--- src/hdl/bstloc_pkg.sv ---
// Shared types and constants for the level-order BST checker.
`default_nettype none
package bstloc_pkg;
	localparam int QUEUE_DEPTH = 1024;
	localparam int QUEUE_AW = $clog2(QUEUE_DEPTH);
	localparam int QUEUE_CW = $clog2(QUEUE_DEPTH + 1);
	localparam logic signed [31:0] INT_MIN = 32'sh8000_0000;
	localparam logic signed [31:0] INT_MAX = 32'sh7fff_ffff;

	typedef struct packed {
		logic signed [31:0] val;
		logic signed [31:0] lo;
		logic signed [31:0] hi;
	} node_t;

	localparam int NODE_W = $bits(node_t);

	typedef enum logic [1:0] {
		PUSH_ROOT,
		PUSH_LEFT,
		PUSH_RIGHT
	} push_sel_t;

	typedef struct packed {
		logic      load;
		logic      pop;
		logic      push;
		push_sel_t sel;
		logic      clear;
	} dp_cmd_t;

	typedef struct packed {
		logic left_ok;
		logic right_ok;
		logic empty;
		logic full;
	} dp_status_t;
endpackage
`default_nettype wire

--- src/hdl/bstloc_ctrl.sv ---
// Controller: sequence state machine, result register and output handshake.
`default_nettype none
module bstloc_ctrl (
	input  wire logic                   clk,
	input  wire logic                   arst_n,
	input  wire logic                   in_valid,
	output logic                        in_ready,
	input  wire logic                   last,
	output logic                        out_valid,
	input  wire logic                   out_ready,
	output logic                        placed,
	output logic                        sequence_ok,
	output logic                        overflow,
	output logic                        end_of_sequence,
	output bstloc_pkg::dp_cmd_t         cmd,
	input  wire bstloc_pkg::dp_status_t status
);
	import bstloc_pkg::*;

	typedef enum logic [1:0] {
		ST_IDLE,
		ST_EVAL,
		ST_CHECK,
		ST_DONE
	} state_t;

	state_t state_q;
	logic   parent_valid_q;
	logic   right_next_q;
	logic   expect_root_q;
	logic   ok_q;
	logic   ovf_q;
	logic   last_q;
	logic   res_placed_q;
	logic   out_valid_q;
	logic   placed_q;
	logic   seq_ok_q;
	logic   out_ovf_q;
	logic   eos_q;
	logic   left_take;
	logic   right_take;
	logic   slot_free;

	assign in_ready        = (state_q == ST_IDLE);
	assign out_valid       = out_valid_q;
	assign placed          = placed_q;
	assign sequence_ok     = seq_ok_q;
	assign overflow        = out_ovf_q;
	assign end_of_sequence = eos_q;

	assign left_take  = !right_next_q && status.left_ok;
	assign right_take = !left_take && status.right_ok;
	assign slot_free  = !out_valid_q || out_ready;

	always_comb begin
		cmd       = '0;
		cmd.sel   = PUSH_ROOT;
		cmd.load  = in_valid && in_ready;
		case (state_q)
			ST_EVAL: begin
				if (ok_q && expect_root_q) begin
					cmd.push = 1'b1;
				end else if (ok_q && !parent_valid_q && !status.empty) begin
					cmd.pop = 1'b1;
				end
			end
			ST_CHECK: begin
				cmd.push = left_take || right_take;
				cmd.sel  = left_take ? PUSH_LEFT : PUSH_RIGHT;
			end
			ST_DONE: begin
				cmd.clear = slot_free && last_q;
			end
			default: begin
			end
		endcase
	end

	always_ff @(posedge clk or negedge arst_n) begin
		if (!arst_n) begin
			state_q        <= ST_IDLE;
			parent_valid_q <= 1'b0;
			right_next_q   <= 1'b0;
			expect_root_q  <= 1'b1;
			ok_q           <= 1'b1;
			ovf_q          <= 1'b0;
			last_q         <= 1'b0;
			res_placed_q   <= 1'b0;
			out_valid_q    <= 1'b0;
			placed_q       <= 1'b0;
			seq_ok_q       <= 1'b0;
			out_ovf_q      <= 1'b0;
			eos_q          <= 1'b0;
		end else begin
			if (out_valid_q && out_ready) begin
				out_valid_q <= 1'b0;
			end
			case (state_q)
				ST_IDLE: begin
					if (in_valid) begin
						last_q  <= last;
						state_q <= ST_EVAL;
					end
				end
				ST_EVAL: begin
					if (!ok_q) begin
						res_placed_q <= 1'b0;
						state_q      <= ST_DONE;
					end else if (expect_root_q) begin
						expect_root_q <= 1'b0;
						res_placed_q  <= 1'b1;
						if (status.full) begin
							ovf_q <= 1'b1;
							ok_q  <= 1'b0;
						end
						state_q <= ST_DONE;
					end else if (parent_valid_q) begin
						state_q <= ST_CHECK;
					end else if (status.empty) begin
						ok_q         <= 1'b0;
						res_placed_q <= 1'b0;
						state_q      <= ST_DONE;
					end else begin
						parent_valid_q <= 1'b1;
						right_next_q   <= 1'b0;
						state_q        <= ST_CHECK;
					end
				end
				ST_CHECK: begin
					right_next_q <= 1'b1;
					if (!left_take) begin
						parent_valid_q <= 1'b0;
					end
					if (left_take || right_take) begin
						res_placed_q <= 1'b1;
						if (status.full) begin
							ovf_q <= 1'b1;
							ok_q  <= 1'b0;
						end
						state_q <= ST_DONE;
					end else begin
						state_q <= ST_EVAL;
					end
				end
				ST_DONE: begin
					if (slot_free) begin
						out_valid_q <= 1'b1;
						placed_q    <= res_placed_q;
						seq_ok_q    <= ok_q;
						out_ovf_q   <= ovf_q;
						eos_q       <= last_q;
						if (last_q) begin
							parent_valid_q <= 1'b0;
							right_next_q   <= 1'b0;
							expect_root_q  <= 1'b1;
							ok_q           <= 1'b1;
							ovf_q          <= 1'b0;
						end
						state_q <= ST_IDLE;
					end
				end
				default: begin
					state_q <= ST_IDLE;
				end
			endcase
		end
	end

	assert property (@(posedge clk) disable iff (!arst_n)
		cmd.pop |-> !status.empty)
		else $error("Pop issued on an empty node queue.");
	assert property (@(posedge clk) disable iff (!arst_n)
		!(cmd.pop && cmd.push))
		else $error("Push and pop issued in the same cycle.");
	assert property (@(posedge clk) disable iff (!arst_n)
		(out_valid_q && placed_q && !seq_ok_q) |-> out_ovf_q)
		else $error("Placed item rejected without overflow.");
	assert property (@(posedge clk) disable iff (!arst_n)
		(out_valid_q && out_ovf_q) |-> !seq_ok_q)
		else $error("Overflow reported with a good sequence.");
endmodule
`default_nettype wire
--- config.mk ---
export PLATFORM = sky130hd
export DESIGN_NAME = bstloc_ctrl
export DESIGN_NICKNAME = d
export VERILOG_FILES = /design/src/hdl/bstloc_pkg.sv /design/src/hdl/bstloc_ctrl.sv
export SDC_FILE = /design/constraint.sdc
export NUM_CORES = 1
export LEC_CHECK = 0
export BUFFER_PORTS_ARGS = -buffer_cell sky130_fd_sc_hd__buf_2
export CELL_PAD_IN_SITES_DETAIL_PLACEMENT = 1
export CELL_PAD_IN_SITES_GLOBAL_PLACEMENT = 1
export CORE_MARGIN = 2
export CORE_UTILIZATION = 30
export DETAILED_ROUTE_END_ITERATION = 12
export GPL_ROUTABILITY_DRIVEN = 1
export PLACE_DENSITY_LB_ADDON = 0.1
export SYNTH_ARGS = -nofsm -noshare
export SYNTH_HDL_FRONTEND = slang
export SYNTH_SLANG_ARGS = --single-unit
--- constraint.sdc ---
create_clock -name clk -period 2.3 [get_ports clk]
set_input_delay 0.115 -clock clk [delete_from_list [all_inputs] [get_ports clk]]
set_output_delay 0.115 -clock clk [all_outputs]
set_load 0.02 [all_outputs]
==> results_dict.tcl, run 1 <==
set metrics [dict create \
    finalSetupViolations 0 \
    dp_hpwl_um 1770 \
    outcome "finished, violations left" \
    gp_congestion 0.790 \
    grt_max_degree 15 \
    cp-end-kind "output pin" \
    grtUsageTotal_pct 14.3 \
    synth-seq-area-share_pct 39.2 \
    clk_transition_reported_paths_ps 100 \
    synth-seq-cells 14 \
    tightestPinTransition_ps 388 \
    yosys.area_share.simple_pct 20.9 \
    ys_warn_count 0 \
    startpoint_type "flip-flop" \
    ys_types 36 \
    ios 21 \
    dr.pass1.iters 8 \
    critical_path_class "flip-flop to output pin" \
    r2r-start "state_q[1]" \
    cp_num_buf_inv 2 \
    io_buffers 20 \
    overflow 0 \
    synth_top_family_by_area "simple AND/OR/NAND/NOR gates" \
    cp_slowest_cell "dfrtp_1" \
    cts_resized 0 \
    critPathTopFamily "flip-flops" \
    timing.rr.end "right_next_q" \
    r2r_slack_ps 380 \
    avgRoutedWirePerCell_um 15.8 \
    internal-power_w 0.000876 \
    drtIter0Drc 16 \
    crit_path_cell_trace "inv_1 > ha_1 > o21ai_0 > a21boi_0 > buf_2" \
    area_delta_synth_final_pct 20.6 \
    synth_fp_nets 101 \
    cts_buffer_depth 2 \
    cp.required_ps 2180 \
    holdPathStages 2 \
    grt_pass1_wl_um 3770 \
    fp.dieH_um 58.8 \
    rr_worst_depth 6 \
    min_from "last" \
    via_per_inst 5.30 \
    power_frac_clock_pct 11.5 \
    die-area_um2 3450 \
    wirelength_um 2230 \
    start_util_pct 32.1 \
    synth.avg_cell_area_um2 10.6 \
    yosys.area_share.xor_xnor_pct 0 \
    synthAdderAreaFrac_pct 9.74 \
    finalNetCount 127 \
    post-place-ws_ps 418 \
    cts_max_level 1 \
    cellPowerDensity_nw_per_um2 1480 \
    diodes 0 \
    cp.arrival_ps 1800 \
    fmax_mhz 521 \
    pwr-share-comb_pct 57.3 \
    synthMuxAreaShare_pct 8.76 \
    slew_violations 0 \
    netlist_area_um2 900 \
    tns_ps 0 \
    grt_pass1_vias 788 \
    core_area_um2 2810 \
    cts_tree "built" \
    cap_violations 0 \
    drtAntennaViolNets 0 \
    clock_latency_ps 280 \
    post-route-util_pct 38.7 \
    hold_viol 0 \
    cts-root-buf "clkbuf_4" \
    syn_inst 85 \
    async_flop_share_pct 100 \
    period_minus_slack_ps 1920 \
    drive_gt1_share_pct 32.7 \
    hold-path-endpoint "last_q" \
    cts_buffers 3 \
    synth_edf_count 0 \
    cpPeakStageDelay_ps 460 \
    swShare_pct 45.3 \
    p_sw_w 0.000725 \
    violations "design-rule violations" \
    rsz0062_at_grt "no" \
    period_share_pct 83.4 \
    synth-main-ff-cell "dfrtp_1" \
    worstPathMaxFanout 6 \
    power_leakage_nw 0.549 \
    drc 1 \
    skew_ps 6.95 \
    die_w_um 58.8 \
    antenna_found_initial 0 \
    slew_headroom_pct 74.0 \
    holdCritPathClass "primary input to flip-flop" \
    synth-compound-area-share_pct 18.9 \
    setup_ws_ps 381 \
    peakVddDrop_mv 0.602 \
    numClockSinks 14 \
    num_rows 19 \
    routed-via-count 748 \
    sequentialPowerShare_pct 31.3 \
]
==> kinds of logic (layout without fill, tap and decap cells) <==
logic type                 Yosys count  count (layout)
AOI/OAI and AO/OA                   21              21
muxes                                7               7
and+or+nand+nor                     30              30
adders and majority gates            7               7
buffers and inverters                6              31
DFF                                 14              14
==> registers in the layout, indices dropped and copies added (netlist names) <==
| name | cells |
|---|---|
| placed | 1 |
| last_q | 1 |
| out_valid | 1 |
| overflow | 1 |
| parent_valid_q | 1 |
| end_of_sequence | 1 |
| right_next_q | 1 |
| state_q | 2 |
| ovf_q | 1 |
| res_placed_q | 1 |
| ok_q | 1 |
| sequence_ok | 1 |
| expect_root_q | 1 |
==> worst reg2reg max path, stage by stage, from the launching register on <==
cell	delay, ps
dfrtp_1	460
inv_1	160
ha_1	260
or2b_4	230
nand2_2	60
nor4_1	270
mux2_1	360
==> timing repair <==
| item | in CTS | in global routing |
|---|---|---|
| endpoints found under the setup margin | 0 | 0 |
| setup buffers | 0 | 0 |
| hold endpoints to repair | 13 | 0 |
| hold buffers | 1 | 0 |
==> layout make-up <==
cell class	instances	area, um2
repair buffers	21	110
multi-input cells	65	524
flip-flops and latches	14	353
fillers	327	1720
well taps	31	38.8
inverters	6	22.5
clock buffers	4	36.3
==> layout by cell type, fill, tap and decap left out, drive strengths merged, types with 2 or more instances in the layout <==
cell,synthesis,final
nand2,9,9
and3,2,2
a21oi,4,4
buf,0,20
dfstp,2,2
nor4,2,2
nor2b,3,3
clkbuf,0,4
inv,6,6
a2bb2oi,3,3
mux2,7,7
o21ai,3,3
and2,3,3
ha,7,7
a21o,2,2
nor2,2,2
dfrtp,12,12
nand3,2,2
nand2b,3,3
==> how the worst max path moves through the flow <==
stage	startpoint	endpoint	cells after the start
finish	state_q[0]	cmd[3]	5
CTS	state_q[0]	cmd[3]	5
global placement	state_q[1]	right_next_q	6
global route	state_q[0]	cmd[3]	5
floorplan	state_q[1]	right_next_q	6
detailed placement	state_q[1]	right_next_q	6
==> stage by stage <==
stage	hold WS, ps	instance area, um2	instances	total power, W
global route	65.1	1080	141	0.00174
finish	64.5	1080	141	0.00160
detailed placement	36.0	1040	136	0.00143
floorplan	-181	900	85	0.00116
CTS	53.7	1080	141	0.00162
global placement	35.6	1040	136	0.00141
==> routing by layer <==
metal  global-route usage, %  wire length [um]  part of all wire, %
met5                       0                 0                    0
met4                    2.92                15                 0.67
met3                    3.08                76                  3.4
met2                    22.9              1040                   47
met1                    20.0              1100                   49
==> power by group through the flow <==
stage | clock network, W | registers, W | logic, W
final | 0.000183 | 0.000501 | 0.000917
after floorplan | 0 | 0.000523 | 0.000638
after CTS | 0.000193 | 0.000504 | 0.000927
after detailed placement | 0 | 0.000510 | 0.000921
after global placement | 0 | 0.000500 | 0.000907
after global routing | 0.000204 | 0.000520 | 0.00102
==> synth_stat cells (2+ instances only) <==
master	instances	area [um2]
and3_1	2	12.5
nand2b_1	2	12.5
a21oi_1	3	15.0
nor2b_2	2	17.5
and2_1	3	18.8
ha_1	7	87.6
mux2_1	6	67.6
a21o_1	2	15.0
nor4_1	2	12.5
nor2_1	2	7.51
inv_1	5	18.8
a2bb2oi_1	3	26.3
nand2_1	8	30.0
nand3_1	2	10.0
o21ai_0	3	15.0
dfstp_2	2	52.6
dfrtp_1	12	300
(Power assumes the default switching activity.)
==> run 2: changes to the inputs <==
==> constraint.sdc (replaced) <==
create_clock -name clk -period 1.8 [get_ports clk]
set_input_delay 0.09 -clock clk [delete_from_list [all_inputs] [get_ports clk]]
set_output_delay 0.09 -clock clk [all_outputs]
set_load 0.02 [all_outputs]
==> results_dict.tcl, run 2 (synthesis gave the netlist of run 1 again) <==
set metrics [dict create \
    outcome "finished, violations left" \
    violations "design-rule violations" \
    timing.rr.end "right_next_q" \
    rr_worst_depth 5 \
    cts-root-buf "clkbuf_4" \
    io_buffers 20 \
    top_register "state_q" \
    wirelength_um 2270 \
    grt_pass1_vias 784 \
    crit_path_cell_trace "ha_1 > or2b_4 > nand2_2 > nor4_2 > mux2_1" \
    cts_max_level 1 \
    clock_latency_ps 290 \
    skew_ps 14.9 \
    grt_max_degree 15 \
    tns_ps 0 \
    post_cts.repair.setup_buffers 0 \
    power_leakage_nw 0.571 \
    peakVddDrop_mv 0.664 \
    period_minus_slack_ps 1690 \
    cap_violations 0 \
    startpoint_type "flip-flop" \
    slew_violations 0 \
    layout_commonest_cell "buf_2" \
    routed-via-count 765 \
    grt_pass1_wl_um 3830 \
    finalSetupViolations 0 \
    hold_viol 0 \
    cellPowerDensity_nw_per_um2 1900 \
    cts_buffer_depth 2 \
    drive_gt1_share_pct 39.1 \
    drc 1 \
    holdCritPathClass "primary input to flip-flop" \
    diodes 0 \
    worstPathMaxFanout 6 \
    fmax_mhz 593 \
    period_share_pct 93.6 \
    holdPathStages 2 \
    overflow 0 \
    dp_hpwl_um 1760 \
    hold_ws_ps 47.4 \
    critPathTopFamily "simple AND/OR/NAND/NOR gates" \
    start_util_pct 32.1 \
    tightestPinTransition_ps 358 \
    finalNetCount 132 \
    fin_area_um2 1130 \
    grtUsageTotal_pct 15.0 \
    drtIter0Drc 16 \
    critical_path_class "flip-flop to flip-flop" \
    postPlaceCellArea_um2 1080 \
    layout_common_cells "20 x buf_2, 12 x dfrtp_1, 8 x nand2_1" \
    min_from "last" \
    cts_buffers 3 \
    numClockSinks 14 \
    die_w_um 58.8 \
    cp_num_buf_inv 0 \
    r2r-start "state_q[0]" \
    cp.required_ps 1980 \
    via_per_inst 5.24 \
    die-area_um2 3450 \
    cp_slowest_cell "dfrtp_1" \
    area_delta_synth_final_pct 26.0 \
    hold-path-endpoint "last_q" \
    core_area_um2 2810 \
    cpPeakStageDelay_ps 450 \
    slew_headroom_pct 76.2 \
    num-fill-cells 347 \
    cts_tree "built" \
    fp.dieH_um 58.8 \
    avgRoutedWirePerCell_um 15.5 \
    dr.pass1.iters 8 \
    num_rows 19 \
    ios 21 \
    r2r_slack_ps 110 \
    antenna_found_initial 0 \
    clk_transition_reported_paths_ps 100 \
    largest_reg_flops 2 \
    gp_congestion 0.820 \
    rsz0062_at_grt "no" \
    cp-end-kind "flip-flop" \
    cp.arrival_ps 1870 \
    drtAntennaViolNets 0 \
]
## run 2: changes by cell type in the layout (fill, tap and decap cells not counted), sizes merged
cell,previous run,this run
buf,20,25
## run 2: metal layers
metal  GRT usage, %  vias up  wire length, um
met5              0        -                0
met4           5.84        0               19
met3           2.64        2               80
met2           23.8       16             1120
met1           20.2      378             1050
li1               -      369                -
## run 2: where the power goes
group / leakage [nW] / internal [W] / total [W] / switching (W)
Clock: 0.0210 / 0.000123 / 0.000237 / 0.000114
Combinational: 0.384 / 0.000593 / 0.00129 / 0.000693
Sequential: 0.166 / 0.000481 / 0.000627 / 0.000146
## run 2: worst register-to-register path, stage by stage (launching register included)
cell and delay [ps]:
dfrtp_1 450, ha_1 250, or2b_4 230, nand2_2 70, nor4_2 230, mux2_1 350
## run 2: area by class of cell
class | instances | area, um2 | share of cell area [%]
clock buffer | 4 | 36.3 | 3.20
sequential | 14 | 353 | 31.1
timing repair buffer | 26 | 148 | 13.0
tap | 31 | 38.8 | 3.42
multi-input combinational | 65 | 536 | 47.2
inverter | 6 | 22.5 | 1.99
## run 2: what timing repair did
item / CTS / global route
pin swaps: 0 / 0
hold buffers: 1 / 0
hold endpoints to repair: 14 / 0
resized for setup: 1 / 3
endpoints found under the setup margin: 1 / 3
## run 2: worst max path at each step
stage / cells after the start / startpoint / end / slack [ps]
4_1_cts: 5 / state_q[0] / cmd[3] / 40
2_1_floorplan: 6 / state_q[1] / right_next_q / 100
3_3_place_gp: 4 / state_q[0] / right_next_q / 120
3_5_place_dp: 6 / state_q[1] / right_next_q / 80
6_report: 5 / state_q[0] / right_next_q / 110
5_1_grt: 5 / state_q[1] / cmd[3] / 10
## run 2: per-stage QoR
step                worst slack (ps)  utilization [%]  total power, W  cells
finish                           115             40.4         0.00215    146
CTS                             39.2             40.1         0.00216    146
global route                    12.3             40.4         0.00234    146
global placement                 118             38.4         0.00189    141
floorplan                       95.7                -         0.00148     85
detailed placement              82.0             38.4         0.00191    141
==> run 3: changes to the inputs <==
--- a/config.mk
+++ b/config.mk
@@ -12,6 +12,7 @@
 export CORE_UTILIZATION = 30
 export DETAILED_ROUTE_END_ITERATION = 12
 export GPL_ROUTABILITY_DRIVEN = 1
+export HOLD_SLACK_MARGIN = 0.06
 export PLACE_DENSITY_LB_ADDON = 0.1
 export SYNTH_ARGS = -nofsm -noshare
 export SYNTH_HDL_FRONTEND = slang
==> results_dict.tcl, run 3 (synthesis gave the netlist of run 1 again) <==
set metrics [dict create \
    io_buffers 20 \
    power_frac_clock_pct 11.0 \
    via_per_inst 5.22 \
    tightestPinTransition_ps 358 \
    finalNetCount 133 \
    area_delta_synth_final_pct 27.1 \
    cts_max_level 1 \
    grt_pass1_vias 784 \
    cts-root-buf "clkbuf_4" \
    clk_transition_reported_paths_ps 100 \
    skew_ps 14.8 \
    startpoint_type "flip-flop" \
    cellPowerDensity_nw_per_um2 1880 \
    dp_hpwl_um 1760 \
    pwr-share-comb_pct 59.8 \
    top_register "state_q" \
    multi_input_area_um2 536 \
    layout.cells.non_filler 147 \
    outcome "finished, violations left" \
    violations "design-rule violations" \
    p_sw_w 0.000953 \
    numClockSinks 14 \
    avgRoutedWirePerCell_um 15.4 \
    hold_viol 0 \
    die_w_um 58.8 \
    routed-via-count 768 \
    cp.required_ps 1980 \
    post_cts.repair.setup_buffers 0 \
    gp_congestion 0.820 \
    rsz0062_at_grt "no" \
    cp-end-kind "flip-flop" \
    layout_commonest_cell "buf_2" \
    core_area_um2 2810 \
    largest_reg_flops 2 \
    fp.dieH_um 58.8 \
    power_leakage_nw 0.575 \
    wirelength_um 2270 \
    antenna_found_initial 0 \
    slew_violations 0 \
    cts_buffers 3 \
    holdCritPathClass "primary input to flip-flop" \
    drtAntennaViolNets 0 \
    fmax_mhz 593 \
    peakVddDrop_mv 0.671 \
    num-fill-cells 346 \
    drc 1 \
    critical_path_class "flip-flop to flip-flop" \
    diodes 0 \
    finalSetupViolations 0 \
    cp.arrival_ps 1870 \
    grt_pass1_wl_um 3830 \
    dr.pass1.iters 8 \
    period_share_pct 93.6 \
    overflow 0 \
    cts_buffer_depth 2 \
    dp.cells 141 \
    period_minus_slack_ps 1690 \
    tns_ps 0 \
    cts_tree "built" \
    cap_violations 0 \
    drive_gt1_share_pct 38.8 \
    grt_max_degree 15 \
    register_area_um2 353 \
    clock_latency_ps 290 \
    swShare_pct 44.3 \
    grtUsageTotal_pct 15.0 \
    die-area_um2 3450 \
    layout_common_cells "20 x buf_2, 12 x dfrtp_1, 8 x nand2_1" \
    drtIter0Drc 13 \
    slew_headroom_pct 76.2 \
    ios 21 \
    sequentialPowerShare_pct 29.2 \
    worstPathMaxFanout 6 \
    num_rows 19 \
    start_util_pct 32.1 \
    internal-power_w 0.00120 \
]
==> run 3: changes by cell type in the layout (fill, tap and decap cells not counted) <==
cell	delta
dlygate4sd3_1	+1
==> run 3: final cells by class <==
class / count / area share (%)
clock buffers: 4 / 3.17
repair buffers: 27 / 13.8
flip-flops and latches: 14 / 30.9
inverters: 6 / 1.97
well taps: 31 / 3.39
multi-input cells: 65 / 46.8
==> run 3: what timing repair did <==
action / in CTS / in global routing
hold buffers: 2 / 0
pin swaps: 0 / 0
hold endpoints to repair: 15 / 0
gates resized for setup: 1 / 3
setup endpoints to repair: 1 / 3
==> run 3: worst max-delay path, stage by stage (launching register included) <==
cell,delay [ps]
dfrtp_1,450
ha_1,250
or2b_4,220
nand2_2,60
nor4_2,230
mux2_1,350
==> run 3: path summary, 6_finish.rpt <==
check | startpoint | endpoint | slack, ps | cells after the start
max | state_q[0] | right_next_q | 110 | 5
min | out_ready | out_valid | 140 | 3
max reg2reg | state_q[0] | right_next_q | 110 | 5
min reg2reg | end_of_sequence | end_of_sequence | 470 | 1
max in group asynchronous | arst_n | expect_root_q | 1240 | 2
min in group asynchronous | arst_n | parent_valid_q | 230 | 2
==> run 3: through the flow <==
step | setup slack, ps | hold slack, ps | cell area, um2 | util, % | power [W]
2_1_floorplan | 95.7 | -206 | 900 | - | 0.00148
3_3_place_gp | 118 | 21.1 | 1080 | 38.4 | 0.00189
3_5_place_dp | 82.0 | 14.9 | 1080 | 38.4 | 0.00191
4_1_cts | 39.2 | 132 | 1130 | 40.5 | 0.00216
5_1_grt | 12.3 | 141 | 1140 | 40.8 | 0.00234
6_report | 115 | 137 | 1140 | 40.8 | 0.00215
==> run 3: power groups by stage <==
stage	Clock, W	Sequential [W]	Combinational [W]
after global routing	0.000266	0.000656	0.00142
after CTS	0.000252	0.000625	0.00129
after global placement	0	0.000623	0.00127
after floorplan	0	0.000668	0.000816
after detailed placement	0	0.000632	0.00127
final	0.000237	0.000627	0.00129
==> run 3: layer usage <==
metal	GRT usage (%)	wire length (um)	up-vias	share of wire, %
li1	-	-	370	-
met1	20.2	1050	379	46
met2	23.8	1120	17	49
met3	2.64	81	2	3.6
met4	5.84	19	0	0.84
met5	0	0	-	0
